**src/rtl/core/ovn_pkg.sv**
```systemverilog
// ----------------------------------------------------------------------------
// ovn_pkg
// Shared types, constants and the cosine weight function for the octave noise.
// ----------------------------------------------------------------------------
package ovn_pkg;

    localparam int POS_W    = 16;
    localparam int SAMPLE_W = 18;
    localparam int LOG2_W   = 4;
    localparam int AMP_W    = 17;
    localparam int PERS_W   = 16;
    localparam int CFG_IDX_W  = 8;
    localparam int CFG_DATA_W = 17;
    localparam int S_TDATA_W  = 16;
    localparam int M_TDATA_W  = 24;
    localparam int CONTRIB_W  = 51;
    localparam int WEIGHT_W   = 17;
    localparam int NOISE_W    = 33;

    localparam logic [LOG2_W-1:0] MAX_LOG2 = 4'd12;

    localparam logic [63:0] Q30_ONE = 64'd1073741824;
    localparam logic [63:0] PI_Q30  = 64'd3373259426;

    // divisors of the Taylor terms of the cosine: (2n-1)*2n
    localparam logic [63:0] COS_DIV [7] = '{64'd2, 64'd12, 64'd30, 64'd56,
                                            64'd90, 64'd132, 64'd182};

    typedef enum logic [CFG_IDX_W-1:0] {
        CFG_FIRST_STRIDE_LOG2 = 8'd0,
        CFG_LAST_STRIDE_LOG2  = 8'd1,
        CFG_FIRST_AMPLITUDE   = 8'd2,
        CFG_PERSISTENCE       = 8'd3
    } cfg_index_t;

    // half cosine weight, Q0.16, from an angle in Q30 (elaboration only)
    function automatic logic [WEIGHT_W-1:0] half_weight(input logic [63:0] x);
        logic [63:0]        x2;
        logic [63:0]        term;
        logic signed [63:0] sum;
        logic signed [63:0] d;
        x2   = (x * x) >> 30;
        term = Q30_ONE;
        sum  = $signed(Q30_ONE);
        for (int n = 1; n <= 7; n++) begin
            term = ((term * x2) >> 30) / COS_DIV[n-1];
            if (n % 2 == 1) begin
                sum = sum - $signed(term);
            end else begin
                sum = sum + $signed(term);
            end
        end
        d = $signed(Q30_ONE) - sum;
        if (d < 0) begin
            d = 64'sd0;
        end
        return WEIGHT_W'((64'(d) + 64'd16384) >> 15);
    endfunction

endpackage

```
**src/rtl/core/ovn_sum.sv**
```systemverilog
// ----------------------------------------------------------------------------
// ovn_sum
// Registered adder tree over the octaves, then rounding and saturation.
// ----------------------------------------------------------------------------
module ovn_sum #(
    parameter int NL = 8
) (
    input  logic                                 aclk,
    input  logic                                 ce,
    input  logic signed [ovn_pkg::CONTRIB_W-1:0] contrib [NL],
    output logic [ovn_pkg::SAMPLE_W-1:0]         sample
);
    import ovn_pkg::*;

    localparam int NG = (NL + 3) / 4;
    localparam int SW = 56;

    logic signed [SW-1:0] grp_c   [NG];
    logic signed [SW-1:0] grp_reg [NG];
    logic signed [SW-1:0] tot_c;
    logic signed [SW-1:0] tot_reg;
    logic signed [SW-1:0] rnd;
    logic signed [SW-1:0] res;
    logic [SAMPLE_W-1:0]  sample_reg;
    logic [SAMPLE_W-1:0]  sat_c;

    always_comb begin
        for (int g = 0; g < NG; g++) begin
            grp_c[g] = '0;
            for (int i = 0; i < 4; i++) begin
                if (4 * g + i < NL) begin
                    grp_c[g] = grp_c[g] + SW'(contrib[4*g+i]);
                end
            end
        end
        tot_c = '0;
        for (int g = 0; g < NG; g++) begin
            tot_c = tot_c + grp_reg[g];
        end
        rnd = tot_reg + 56'sd536870912;
        res = rnd >>> 30;
        if (res > 56'sd131071) begin
            sat_c = 18'h1FFFF;
        end else if (res < -56'sd131072) begin
            sat_c = 18'h20000;
        end else begin
            sat_c = res[SAMPLE_W-1:0];
        end
    end

    always_ff @(posedge aclk) begin
        if (ce) begin
            grp_reg    <= grp_c;
            tot_reg    <= tot_c;
            sample_reg <= sat_c;
        end
    end

    assign sample = sample_reg;

endmodule

```
**config.mk**
```make
export PLATFORM = sky130hd
export DESIGN_NAME = ovn_sum
export DESIGN_NICKNAME = d
export VERILOG_FILES = /design/src/rtl/core/ovn_pkg.sv /design/src/rtl/core/ovn_sum.sv
export SDC_FILE = /design/constraint.sdc
export NUM_CORES = 1
export LEC_CHECK = 0
export BUFFER_PORTS_ARGS = -buffer_cell sky130_fd_sc_hd__clkbuf_2
export CORE_AREA = 2 2 189 191
export CTS_CLUSTER_DIAMETER = 80
export DETAILED_ROUTE_END_ITERATION = 6
export DIE_AREA = 0 0 191 193
export PLACE_DENSITY = 0.91
export RECOVER_POWER = 25
export SYNTH_ARGS = -nofsm -noshare
export SYNTH_HDL_FRONTEND = slang
export SYNTH_SLANG_ARGS = --single-unit
```
**constraint.sdc**
```tcl
create_clock -name aclk -period 11.8 [get_ports aclk]
set_input_delay 0.59 -clock aclk [delete_from_list [all_inputs] [get_ports aclk]]
set_output_delay 0.59 -clock aclk [all_outputs]
set_load 0.02 [all_outputs]
```
# Word-level counts from Yosys, hierarchy flattened

Index checks and enable logic that the tools add are counted.

$lt $le $gt $ge: 2
Reductions and logical operators: 0
Divide/modulo/power cells: 0
$add $sub $neg: 8
Bitwise gates (word level): 0
Multiply operators: 0
Shift operators: 0
Mux-type cells: 1
Equal/unequal tests: 0

Operators by type and width:

| cell                                                                              | number |
|---|---|
| 53-bit by 51-bit adder with 54-bit output                                         | 2 |
| 52-bit by 51-bit adder with 53-bit output                                         | 2 |
| 51-bit by 51-bit adder with 52-bit output                                         | 2 |
| 56-bit by 31-bit adder with 56-bit output, second input constant                  | 1 |
| 56-bit adder                                                                      | 1 |
| 26-bit by 18-bit greater-than comparator with 1-bit output, second input constant | 1 |
| 26-bit by 18-bit < comparator with 1-bit output, second input constant            | 1 |
| 18-bit two-way mux                                                                | 1 |

Bits in read-only memories: 0
Output and inout bits: 18
Bits in registers: 186
Latch bits: 0
Memories: 0
Logic and storage cells: 15
Bits in writable memories: 0
Bits of input ports: 410

# Longest topological paths before layout

Depth in word-level cells: 3
Mapped depth: 17
Mapped depth without buffers: 17

# Least setup slack after synthesis

Ideal clock, no wire load.

Kind: input to register
From: input port contrib[1] (netlist bit)
To: register grp_reg[47] (netlist bit) (data pin)
Setup time: 265 ps
Required time: 11535 ps
Cell stages on the path: 16
Arrival: 4109 ps
Buffers on the path: 0
Slack: 7425 ps
Path through: inv_1 -> fa_1 -> inv_1 -> fa_1 -> ha_1 -> fa_1 -> a211oi_1 -> o21ai_0 -> o211ai_1 -> a21oi_1 -> a21oi_2 -> o21ai_2 -> a21oi_2 -> a21oi_1 -> and4b_1 -> or3_1

RTL lines:

| item                 | line          | text |
|---|---|---|
| from (decl)          | ovn_sum.sv:10 | `input logic signed [ovn_pkg::CONTRIB_W-1:0] contrib [NL],` |
| to (signal assigned) | ovn_sum.sv:53 | `grp_reg <= grp_c;` |
| to (decl)            | ovn_sum.sv:19 | `logic signed [SW-1:0] grp_reg [NG];` |

==> flow_summary.json <==
{
  "ir_worst_vdd_uv": 118,
  "io_buffers": 427,
  "hold_class": "primary input to register",
  "postPlaceCellArea_mm2": 0.0219,
  "cts-hold-fix-buffers": 0,
  "ant_nets": 0,
  "synthToLayoutAreaGrowth_pct": 16.2,
  "cts_tree": "yes",
  "die_x_um": 191,
  "coreArea_mm2": 0.0350,
  "drv_slew": 79,
  "clk_pin_slew_ps": 70,
  "drv_cap": 1,
  "dp_worst_setup_slack_ps": 6760,
  "viasPerCell": 5.36,
  "drt-initial-drc-count": 973,
  "critPathMaxStageDelay_ps": 530,
  "max_freq_ghz": 0.213,
  "fp.dieH_um": 193,
  "grt_pass1_wl_mm": 78.7,
  "syn_area_mm2": 0.0193,
  "powerDensity_mw_per_mm2": 213,
  "async_flop_share_pct": 0,
  "endpoint_kind": "register",
  "ys_ff_latch": 153,
  "cts_setup_buffers": 0,
  "worstSetupPathType": "primary input to register",
  "cp_cell_sequence": "clkbuf_2, inv_1, fa_1, inv_1, fa_1, ha_1, fa_1, a211oi_1, o21ai_0, o211ai_1, a21oi_1, a21oi_2, o21ai_2, a21oi_2, a21oi_1, and4b_1, or3_1",
  "largest_reg_flops": 108,
  "syn_inst": 2155,
  "drtPass1Iterations": 6,
  "nets": 3344,
  "ys_types": 75,
  "hpwl_mm": 42.4,
  "syn-num-nets": 2931,
  "htreeDepth": 4,
  "synth_ff_type": "edfxtp_1",
  "routedWlPerCell_um": 16.0,
  "ys_seq_area_share_pct": 23.8,
  "cp.required_ps": 11970,
  "fillers": 2817,
  "violations": "capacitance limit, slew limit",
  "drc": 0,
  "die_area_mm2": 0.0369,
  "worstSkewPairLatency_ps": 430,
  "start_kind": "primary input",
  "num_vias": 16300,
  "rsz0062_at_grt": "false",
  "setup_viol": 0,
  "grt_max_degree": 79,
  "tns_ps": 0,
  "p_leak_nw": 11.8,
  "max_slew.worst_pin.slew_ps": 4130,
  "clockBufferDepth": 2,
  "initial_core_util_pct": 55.1,
  "grt_pass1_vias": 16600,
  "io_pins": 428,
  "crit_path_frequent_cell": "fa_1",
  "critPathMaxFanout": 4,
  "yosys_warnings": 0,
  "cts-buffers-inserted": 17,
  "root_buffer": "clkbuf_16",
  "cp.arrival_ps": 4860,
  "layout_commonest_cell": "inv_1",
  "timing.final.crit_share_pct": 39.7,
  "drive_above_1_share_pct": 18.5,
  "p_total_mw": 4.77,
  "syn_avg_cell_area_um2": 8.95,
  "final_area_mm2": 0.0224,
  "hold_viol_final": 0,
  "antenna_found_initial": 1,
  "skew_ps": 8.56,
  "gp_congestion": 0.969,
  "hold_slack_ps": 457,
  "seqCellArea_mm2": 0.00459,
  "relSlewSlack_pct": -175,
  "grt-ovfl-total": 0,
  "period_minus_slack_ps": 4690,
  "multi_input_area_mm2": 0.0123,
  "status": "complete, but fails checks",
  "cts_resized": 0,
  "numClockSinks": 153,
  "rows": 69,
  "final_cell_mix": "inv_1 (610), clkbuf_2 (422), fa_1 (206)",
  "layout_setup_ws_ps": 7110,
  "cpMaxStageDelayCell": "fa_1",
  "synth_edf_count": 153,
  "totalWireLength_mm": 48.7,
  "grtUsageTotal_pct": 26.8
}
## cells in the mapped netlist (all sizes together), types with 23 or more instances
cell / n / area [µm²]
a21oi: 157 / 797
nand2: 94 / 353
nand3: 43 / 215
a21o: 62 / 465
nand4: 34 / 219
nor2: 105 / 394
clkbuf: 31 / 116
edfxtp: 153 / 4590
nor3: 23 / 115
xnor2: 86 / 753
o21ai: 100 / 512
xor2: 45 / 394
ha: 160 / 2000
fa: 206 / 4120
inv: 610 / 2290
## logic make-up (layout without fill, tap and decap cells)
group | Yosys count | after routing | share of synthesized area [%]
multiplexers | 4 | 4 | 0.221
AND/OR/NAND/NOR | 388 | 388 | 9.98
AO/OA/AOI/OAI | 469 | 469 | 15.7
flip-flops | 153 | 153 | 23.8
other | 0 | 1 | 0
adder cells (fa/ha/maj) | 366 | 366 | 31.8
XOR/XNOR | 131 | 131 | 5.95
buffers and inverters | 644 | 1070 | 12.6
## cell type report
class / instances / share of cell area, %
inverter: 610 / 10.2
clock buffer: 18 / 1.92
sequential: 153 / 20.5
timing repair buffer: 428 / 9.54
multi-input combinational: 1358 / 54.7
antenna: 1 / 0.0112
tap: 461 / 2.57
clock inverter: 14 / 0.508
## where the power goes
part	total [mW]	internal [mW]	switching (mW)
Clock	0.507	0.274	0.233
Sequential	1.19	1.04	0.147
Combinational	3.08	1.28	1.80
## per-layer routing
layer / share of wire (%) / vias up / GRT usage [%]
li1: - / 7829 / -
met1: 42 / 7675 / 33.6
met2: 49 / 677 / 47.3
met3: 5.9 / 117 / 3.57
met4: 3.5 / 0 / 10.4
met5: 0 / - / 0
## worst paths after layout
path | slack, ps | from | cells past startpoint | to
max reg2reg | 8270 | grp_reg[2] | 11 | tot_reg[42]
max | 7110 | contrib[1] | 17 | grp_reg[47]
min reg2reg | 710 | tot_reg[36] | 2 | sample[6]
min | 460 | contrib[153] | 2 | grp_reg[0]
## through the flow
stage	std cells	util (%)
after floorplan	2155	-
after global placement	3010	62.5
after detailed placement	3010	62.5
after CTS	3042	64.1
after global routing	3043	64.1
final	3043	64.1
## worst max-delay path: cells and delay by family
kind            cells  cell delay [ps]
compound gates      8             1810
simple gates        2              580
fa+ha+maj           4             1690
buf+inv             3              190
No activity file was read; power rests on OpenSTA's default activity.
