--- src/rtl/core/ovn_pkg.sv ---
// ----------------------------------------------------------------------------
// ovn_pkg
// Shared types, constants and the cosine weight function for the octave noise.
// ----------------------------------------------------------------------------
package ovn_pkg;

    localparam int POS_W    = 16;
    localparam int SAMPLE_W = 18;
    localparam int LOG2_W   = 4;
    localparam int AMP_W    = 17;
    localparam int PERS_W   = 16;
    localparam int CFG_IDX_W  = 8;
    localparam int CFG_DATA_W = 17;
    localparam int S_TDATA_W  = 16;
    localparam int M_TDATA_W  = 24;
    localparam int CONTRIB_W  = 51;
    localparam int WEIGHT_W   = 17;
    localparam int NOISE_W    = 33;

    localparam logic [LOG2_W-1:0] MAX_LOG2 = 4'd12;

    localparam logic [63:0] Q30_ONE = 64'd1073741824;
    localparam logic [63:0] PI_Q30  = 64'd3373259426;

    // divisors of the Taylor terms of the cosine: (2n-1)*2n
    localparam logic [63:0] COS_DIV [7] = '{64'd2, 64'd12, 64'd30, 64'd56,
                                            64'd90, 64'd132, 64'd182};

    typedef enum logic [CFG_IDX_W-1:0] {
        CFG_FIRST_STRIDE_LOG2 = 8'd0,
        CFG_LAST_STRIDE_LOG2  = 8'd1,
        CFG_FIRST_AMPLITUDE   = 8'd2,
        CFG_PERSISTENCE       = 8'd3
    } cfg_index_t;

    // half cosine weight, Q0.16, from an angle in Q30 (elaboration only)
    function automatic logic [WEIGHT_W-1:0] half_weight(input logic [63:0] x);
        logic [63:0]        x2;
        logic [63:0]        term;
        logic signed [63:0] sum;
        logic signed [63:0] d;
        x2   = (x * x) >> 30;
        term = Q30_ONE;
        sum  = $signed(Q30_ONE);
        for (int n = 1; n <= 7; n++) begin
            term = ((term * x2) >> 30) / COS_DIV[n-1];
            if (n % 2 == 1) begin
                sum = sum - $signed(term);
            end else begin
                sum = sum + $signed(term);
            end
        end
        d = $signed(Q30_ONE) - sum;
        if (d < 0) begin
            d = 64'sd0;
        end
        return WEIGHT_W'((64'(d) + 64'd16384) >> 15);
    endfunction

endpackage

--- src/rtl/core/ovn_posmod.sv ---
// ----------------------------------------------------------------------------
// ovn_posmod
// Position modulo tile size: reciprocal multiply, back multiply, one correction.
// ----------------------------------------------------------------------------
module ovn_posmod #(
    parameter int TILE_SIZE = 256,
    parameter int PW        = 8
) (
    input  logic                      aclk,
    input  logic                      ce,
    input  logic [ovn_pkg::POS_W-1:0] pos,
    output logic [PW-1:0]             p
);
    import ovn_pkg::*;

    localparam logic [31:0] RECIP = 32'((64'd1 << 32) / TILE_SIZE);

    logic [47:0]      prod_reg;
    logic [POS_W-1:0] pos1_reg;
    logic [POS_W-1:0] qt_reg;
    logic [POS_W-1:0] pos2_reg;
    logic [PW-1:0]    p_reg;
    logic [28:0]      qt_full;
    logic [POS_W:0]   rem;
    logic [POS_W:0]   rem_fix;

    always_comb begin
        qt_full = 29'(prod_reg[47:32]) * 29'(TILE_SIZE);
        rem     = {1'b0, pos2_reg} - {1'b0, qt_reg};
        rem_fix = (rem >= 17'(TILE_SIZE)) ? rem - 17'(TILE_SIZE) : rem;
    end

    always_ff @(posedge aclk) begin
        if (ce) begin
            prod_reg <= 48'(pos) * 48'(RECIP);
            pos1_reg <= pos;
            qt_reg   <= qt_full[POS_W-1:0];
            pos2_reg <= pos1_reg;
            p_reg    <= rem_fix[PW-1:0];
        end
    end

    assign p = p_reg;

endmodule

--- config.mk ---
export PLATFORM = sky130hd
export DESIGN_NAME = ovn_posmod
export DESIGN_NICKNAME = d
export VERILOG_FILES = /design/src/rtl/core/ovn_pkg.sv /design/src/rtl/core/ovn_posmod.sv
export SDC_FILE = /design/constraint.sdc
export NUM_CORES = 1
export LEC_CHECK = 0
export ABC_AREA = 1
export BUFFER_PORTS_ARGS = -buffer_cell sky130_fd_sc_hd__buf_2
export CORE_UTILIZATION = 45
export DETAILED_ROUTE_END_ITERATION = 10
export PLACE_DENSITY = 0.74
export SKIP_CTS_REPAIR_TIMING = 1
export SLEW_MARGIN = 5
export SYNTH_ARGS = -nofsm -noshare
export SYNTH_HDL_FRONTEND = slang
export SYNTH_SLANG_ARGS = --single-unit
--- constraint.sdc ---
create_clock -name aclk -period 1.05 [get_ports aclk]
set_clock_uncertainty 0.2 [all_clocks]
set_input_delay 0 -clock aclk [delete_from_list [all_inputs] [get_ports aclk]]
set_output_delay 0 -clock aclk [all_outputs]
set_load 0.01 [all_outputs]
## Word level (Yosys, flattened, before mapping)

Index checks and enable logic that the tools add are counted.

| word-level totals | value |
|---|---|
| register bits after elaboration | 48 |
| input port bits | 18 |
| word-level logic and storage cells | 8 |
| output and inout bits | 8 |

| operators by class | value |
|---|---|
| $add $sub $neg | 2 |
| muxes and demuxes | 1 |
| order comparisons | 1 |

Operators by type and width:

| operator | number |
|---|---|
| $ge A17 B9 Y1 const B | 1 |
| $sub A16 B16 Y17 | 1 |
| $mux W8 | 1 |
| $sub A8 B1 Y8 const B | 1 |

## Depth between registers and ports, before layout

Gate-level depths: netlist of run 1.

| logic depth | value |
|---|---|
| depth after elaboration | 3 |
| depth in mapped cells | 0 |
| gate-level depth less buffers | 0 |

## Worst setup path after synthesis of run 1

No wires, ideal clock.

| timing | value |
|---|---|
| path kind | reg2reg |
| start point | reg pos2_reg[0] |
| end point | reg p_reg[0] (netlist: p[0]) (data pin) |
| setup slack | 261 ps |
| setup time | 266 ps |
| path buffers | 0 |
| data arrival time | 323 ps |
| stages on the path, launching flop included | 1 |
| period minus slack after synthesis | 789 ps |
| cells stage by stage | edfxtp_1 |

| between the ends | value |
|---|---|
| cells in the longest elaborated chain, start to end | 3 |
| elaborated cells on any way between the ends | 4 |
| classes of those cells | add/sub (2); order compare (1); mux (1) |

Ends and longest elaborated chain:

| what | RTL line | source |
|---|---|---|
| start, declared | ovn_posmod.sv:21 | `logic [POS_W-1:0] pos2_reg;` |
| start signal, assigned | ovn_posmod.sv:38 | `pos2_reg <= pos1_reg;` |
| $sub A16 B16 Y17 * | ovn_posmod.sv:29 | `rem = {1'b0, pos2_reg} - {1'b0, qt_reg};` |
| $ge A17 B9 Y1 or $sub A8 B1 Y8 (tied branches) | ovn_posmod.sv:30 | `rem_fix = (rem >= 17'(TILE_SIZE)) ? rem - 17'(TILE_SIZE) : rem;` |
| $mux W8 * | ovn_posmod.sv:30 |  |
| end signal, assigned | ovn_posmod.sv:39 | `p_reg <= rem_fix[PW-1:0];` |
| end, declared | ovn_posmod.sv:22 | `logic [PW-1:0] p_reg;` |

Mark *: on every way between the ends. The rest lies on a longest branch, timed or not.
A chain may end at the register's enable or synchronous reset.

## Final worst setup path of run 1

| timing | value |
|---|---|
| start point | reg p_reg[1] (netlist: p[1]) |
| end point | out p[1] |

RTL lines:

| what | RTL line | source |
|---|---|---|
| end, declared | ovn_posmod.sv:12 | `output logic [PW-1:0] p` |

No word-level cell between the ends.

==> flow_metrics.env, run 1 <==
export IMPL_syn_instance_count=24
export IMPL_placed_cells=58
export IMPL_hold_viol_final=0
export IMPL_clock_tree_root_cell="sky130_fd_sc_hd__clkbuf_4"
export IMPL_detail_route_wirelength_met1_um=352
export IMPL_postRouteAntennaNets=0
export IMPL_worst_ep_arrival_time_ps=820
export IMPL_grt_first_pass_wirelength_um=1104
export IMPL_path_delay_family="flip-flops"
export IMPL_worst_setup_hold_path_clk_slew_ps=120
export IMPL_cts_buffers_inserted=3
export IMPL_cp_slowest_cell="sky130_fd_sc_hd__edfxtp_1"
export IMPL_finalMaxSlewViolations=0
export IMPL_grt_max_degree=25
export IMPL_dieWidth_um=42.02
export IMPL_power_static_leakage_nw=0.3641
export IMPL_grt_pass1_vias=263
export IMPL_grt_setup_unrepaired="yes"
export IMPL_multiInputCombCellCount=0
export IMPL_clock_sinks=24
export IMPL_htree_num_levels=1
export IMPL_worstPathRequired_ps=850
export IMPL_grt_total_usage=0.09237
export IMPL_dieArea_mm2=0.001766
export IMPL_fraction_of_layout_cells_with_a_size_suffix_above_1=0.3818
export IMPL_area_delta_synth_final_pct=33.51
export IMPL_nNetsFinal=74
export IMPL_num_antenna_cells=0
export IMPL_synth_cell_area_um2=720.7
export IMPL_fin_util=0.6387
export IMPL_placement_io_buffers=17
export IMPL_fmax_ghz=0.9804
export IMPL_cp_num_buf_inv=1
export IMPL_drtIter0Drc=12
export IMPL_status="completed"
export IMPL_clkLatencyLatePin_ps=300
export IMPL_hold_slack_ps=200.2
export IMPL_area_used_by_multi_input_combinational_logic_um2=0
export IMPL_crit_path_cell_trace="buf_2"
export IMPL_yosysWarnings=0
export IMPL_ys_ff_latch=24
export IMPL_critPathMaxStageDelay_ps=380
export IMPL_final_cells=71
export IMPL_drt_pass1_iterations=4
export IMPL_post_drt_via_cell_ratio=4.479
export IMPL_fill_cells=112
export IMPL_globalRoute_totalOverflow=0
export IMPL_hold_path_class="primary input to register"
export IMPL_vdd_ir_drop_worst_v=0.0008795
export IMPL_boundaryPins=26
export IMPL_die_h_um=42.02
export IMPL_cts_tree="done"
export IMPL_max_cap_violations=0
export IMPL_placement_rows=14
export IMPL_place_gp_congestion=0.5920
export IMPL_drcViolationCount=0
export IMPL_worst_setup_path_start_kind="register"
export IMPL_period_share=0.9714
export IMPL_post_synth_net_total=42
export IMPL_syn_avg_cell_area_um2=30.03
export IMPL_crit_fanout=1
export IMPL_detail_route_wirelength_um=783
export IMPL_core_area_mm2=0.001506
export IMPL_report_final_setup_viol=0
export IMPL_cts_max_path_buffers=2
export IMPL_transition_time_at_the_pin_with_the_least_slew_margin_ps=127.9
export IMPL_met3_wirelength_um=45
export IMPL_met2RoutedLength_um=381
export IMPL_critical_path_endpoint_type="primary output"
export IMPL_detailroute_via_count=318
export IMPL_antenna_found_initial=0
export IMPL_routedWlPerCell_um=11.03
export IMPL_layout_cells_most_common_list="sky130_fd_sc_hd__edfxtp_1 (24), sky130_fd_sc_hd__buf_2 (17), sky130_fd_sc_hd__dlygate4sd3_1 (9)"
export IMPL_mostFrequentLayoutCell="sky130_fd_sc_hd__edfxtp_1"
export IMPL_dr_max_layer_used="met4"
export IMPL_yosysUniqueCellTypes=1
export IMPL_synth_sequential_area_ratio=1.000
export IMPL_initial_standard_cell_utilization_of_the_core=0.4784
export IMPL_total_power_w=0.001616
export IMPL_slew_headroom=0.9147
export IMPL_power_density_mw_per_mm2=1679
export IMPL_period_minus_slack_ps=1020
export IMPL_worst_setup_path_class="register to primary output"
-- layer usage --
layer,track usage,vias up
li1,-,159
met1,0.1254,143
met2,0.1156,14
met3,0.02586,2
met4,0.09375,0
met5,0,-
-- logic make-up after synthesis --
group,Yosys count,share of synthesized area
DFF,24,1.000
-- cells in the mapped netlist, drive strengths merged --
master | instances | share of area
edfxtp | 24 | 1.0
-- report_power, final --
group	internal [W]	switching (W)	leakage (nW)	total, W
registers	0.00113	0.0000139	0.235	0.00114
clock network	0.000138	0.000241	0.0154	0.000380
logic	0.0000526	0.0000400	0.114	0.0000926
-- cell type report --
class                   instances  area [um2]  share of cell area
flip-flops and latches         24       720.7              0.7490
repair buffers                 27       195.2              0.2029
clock buffers                   3       22.52             0.02341
well taps                      16       20.02             0.02081
clock inverters                 1       3.754            0.003901
-- metrics by stage --
step	cell area, um2	setup TNS (ps)	setup WS [ps]
floorplan	720.7	0	261.2
global placement	845.8	0	255.2
detailed placement	845.8	0	220.0
CTS	872.1	0	10.95
global route	962.2	-64.38	-17.07
finish	962.2	0	30.04
-- final timing paths --
path                                              from                endpoint  slack (ps)  depth (start not counted)
worst max-delay path                    p[1]$_DFFE_PP_                    p[1]          30                          1
worst min-delay path                            pos[7]  prod_reg[31]$_DFFE_PP_         200                          2
worst max register to register  prod_reg[31]$_DFFE_PP_   pos2_reg[7]$_DFFE_PP_         210                          0
worst min register to register  prod_reg[24]$_DFFE_PP_   pos2_reg[0]$_DFFE_PP_         230                          0
Note: power is estimated with default switching activity, not from simulation.
==> run 2: changes to the inputs <==
--- a/config.mk
+++ b/config.mk
@@ -5,8 +5,7 @@
 export SDC_FILE = /design/constraint.sdc
 export NUM_CORES = 1
 export LEC_CHECK = 0
-export ABC_AREA = 1
-export BUFFER_PORTS_ARGS = -buffer_cell sky130_fd_sc_hd__buf_2
+export BUFFER_PORTS_ARGS = -buffer_cell sky130_fd_sc_hd__buf_4
 export CORE_UTILIZATION = 45
 export DETAILED_ROUTE_END_ITERATION = 10
 export PLACE_DENSITY = 0.74
==> flow_metrics.env, run 2 (same netlist as run 1, synthesis figures left out) <==
export IMPL_status="completed"
export IMPL_place_gp_congestion=0.5967
export IMPL_fin_ws_ps=12.48
export IMPL_setup_worst_path_end="p[6]"
export IMPL_pwr_share_seq=0.702
export IMPL_postRouteAntennaNets=0
export IMPL_area_delta_synth_final_pct=38.72
export IMPL_proportion_of_total_power_due_to_net_switching=0.1818
export IMPL_setup_slack_on_the_worst_flop_to_flop_path_ps=220
export IMPL_post_drt_via_cell_ratio=4.529
export IMPL_power_density_mw_per_mm2=1635
export IMPL_fill_cells=110
export IMPL_crit_fanout=1
export IMPL_hold_path_class="primary input to register"
export IMPL_pwr_share_clk=0.232
export IMPL_globalRoute_totalOverflow=0
export IMPL_crit_path_cell_trace="buf_6"
export IMPL_detailroute_via_count=317
export IMPL_worst_setup_path_class="register to primary output"
export IMPL_worst_ep_arrival_time_ps=840
export IMPL_fraction_of_layout_cells_with_a_size_suffix_above_1=0.3704
export IMPL_slew_headroom=0.8087
export IMPL_period_minus_slack_ps=1038
export IMPL_antenna_found_initial=0
export IMPL_net_switching_power_w=0.0002972
export IMPL_core_area_mm2=0.001506
export IMPL_worst_setup_path_start_kind="register"
export IMPL_dieArea_mm2=0.001766
export IMPL_register_area_um2=720.7
export IMPL_fmax_ghz=0.9638
export IMPL_clkLatencyLatePin_ps=300
export IMPL_worst_r2r_cell_count=0
export IMPL_dieWidth_um=42.02
export IMPL_initial_standard_cell_utilization_of_the_core=0.4784
export IMPL_die_h_um=42.02
export IMPL_period_share=0.9881
export IMPL_area_used_by_multi_input_combinational_logic_um2=0
export IMPL_critPathMaxStageDelay_ps=410
export IMPL_transition_time_at_the_pin_with_the_least_slew_margin_ps=287.0
export IMPL_cp_num_buf_inv=1
export IMPL_dpl_worst_slack_ps=205.4
export IMPL_drt_pass1_iterations=3
export IMPL_max_cap_violations=0
export IMPL_num_antenna_cells=0
export IMPL_power_frac_comb=0.067
export IMPL_mostFrequentLayoutCell="sky130_fd_sc_hd__edfxtp_1"
export IMPL_boundaryPins=26
export IMPL_grt_setup_unrepaired="yes"
export IMPL_grt_first_pass_wirelength_um=1131
export IMPL_finish_instance_area_um2=999.7
export IMPL_grt_pass1_vias=261
export IMPL_finalMaxSlewViolations=0
export IMPL_drtIter0Drc=4
export IMPL_htree_num_levels=1
export IMPL_cts_max_path_buffers=2
export IMPL_placement_rows=14
export IMPL_cts_tree="done"
export IMPL_cp_slowest_cell="sky130_fd_sc_hd__edfxtp_1"
export IMPL_report_final_setup_viol=0
export IMPL_cts_buffers_inserted=3
export IMPL_power_static_leakage_nw=0.3745
export IMPL_clock_sinks=24
export IMPL_crit_reg2reg_launch="pos2_reg[1]$_DFFE_PP_"
export IMPL_vdd_ir_drop_worst_v=0.001029
export IMPL_crit_reg2reg_capture="p[1]$_DFFE_PP_"
export IMPL_routedWlPerCell_um=12.06
export IMPL_grt_max_degree=25
export IMPL_worst_setup_hold_path_clk_slew_ps=120
export IMPL_grt_total_usage=0.09868
export IMPL_internal_power_w=0.001338
export IMPL_multiInputCombCellCount=0
export IMPL_nNetsFinal=73
export IMPL_postPlaceCellArea_um2=868.3
export IMPL_hold_viol_final=0
export IMPL_timing_critical_path_depth=1
export IMPL_layout_cells_most_common_list="sky130_fd_sc_hd__edfxtp_1 (24), sky130_fd_sc_hd__buf_4 (13), sky130_fd_sc_hd__dlygate4sd3_1 (9)"
export IMPL_worstPathRequired_ps=850
export IMPL_detail_route_wirelength_um=844
export IMPL_clock_tree_root_cell="sky130_fd_sc_hd__clkbuf_4"
export IMPL_placement_io_buffers=17
export IMPL_drcViolationCount=0
export IMPL_crit_path_start="p[6]$_DFFE_PP_"
export IMPL_path_delay_family="flip-flops"
export IMPL_critical_path_endpoint_type="primary output"
[run 2: worst min path at each step]
stage / end / depth (start not counted) / slack (ps) / start
2_1_floorplan: prod_reg[24]$_DFFE_PP_ / 0 / -100 / pos[0]
3_3_place_gp: prod_reg[29]$_DFFE_PP_ / 1 / -20 / pos[5]
3_5_place_dp: prod_reg[30]$_DFFE_PP_ / 1 / -20 / pos[6]
4_1_cts: prod_reg[30]$_DFFE_PP_ / 1 / -350 / pos[6]
5_1_grt: prod_reg[31]$_DFFE_PP_ / 2 / 190 / pos[7]
6_report: prod_reg[28]$_DFFE_PP_ / 2 / 220 / pos[4]
[run 2: power by group through the flow]
stage	registers, W	logic [W]	clock network (W)
after CTS	0.00115	0.0000780	0.000397
after detailed placement	0.00117	0.0000782	0
final	0.00115	0.000109	0.000379
after global routing	0.00115	0.000116	0.000444
after global placement	0.00116	0.0000752	0
after floorplan	0.00117	0	0
[run 2: cell type report]
cell class            count  share of cell area
Clock buffer              3             0.02253
Clock inverter            1            0.003755
Sequential cell          24              0.7209
Tap cell                 16             0.02003
Timing Repair Buffer     26              0.2328
[run 2: per-layer routing]
metal,up-vias,track usage,routed length (um)
met5,-,0,0
met4,0,0.1125,11
met3,2,0.02586,44
met2,14,0.1469,462
met1,145,0.1056,325
li1,156,-,-
[run 2: metrics by stage]
step                      hold slack (ps)  instances    util  total power (W)  TNS, ps
after floorplan                    -101.1         24       -         0.001175        0
after global placement             -22.11         57  0.5764         0.001238        0
after detailed placement           -20.56         57  0.5764         0.001248        0
after CTS                          -346.2         61  0.5939         0.001623   -10.04
after global routing                193.8         70  0.6636         0.001713   -357.9
final                               216.2         70  0.6636         0.001635        0
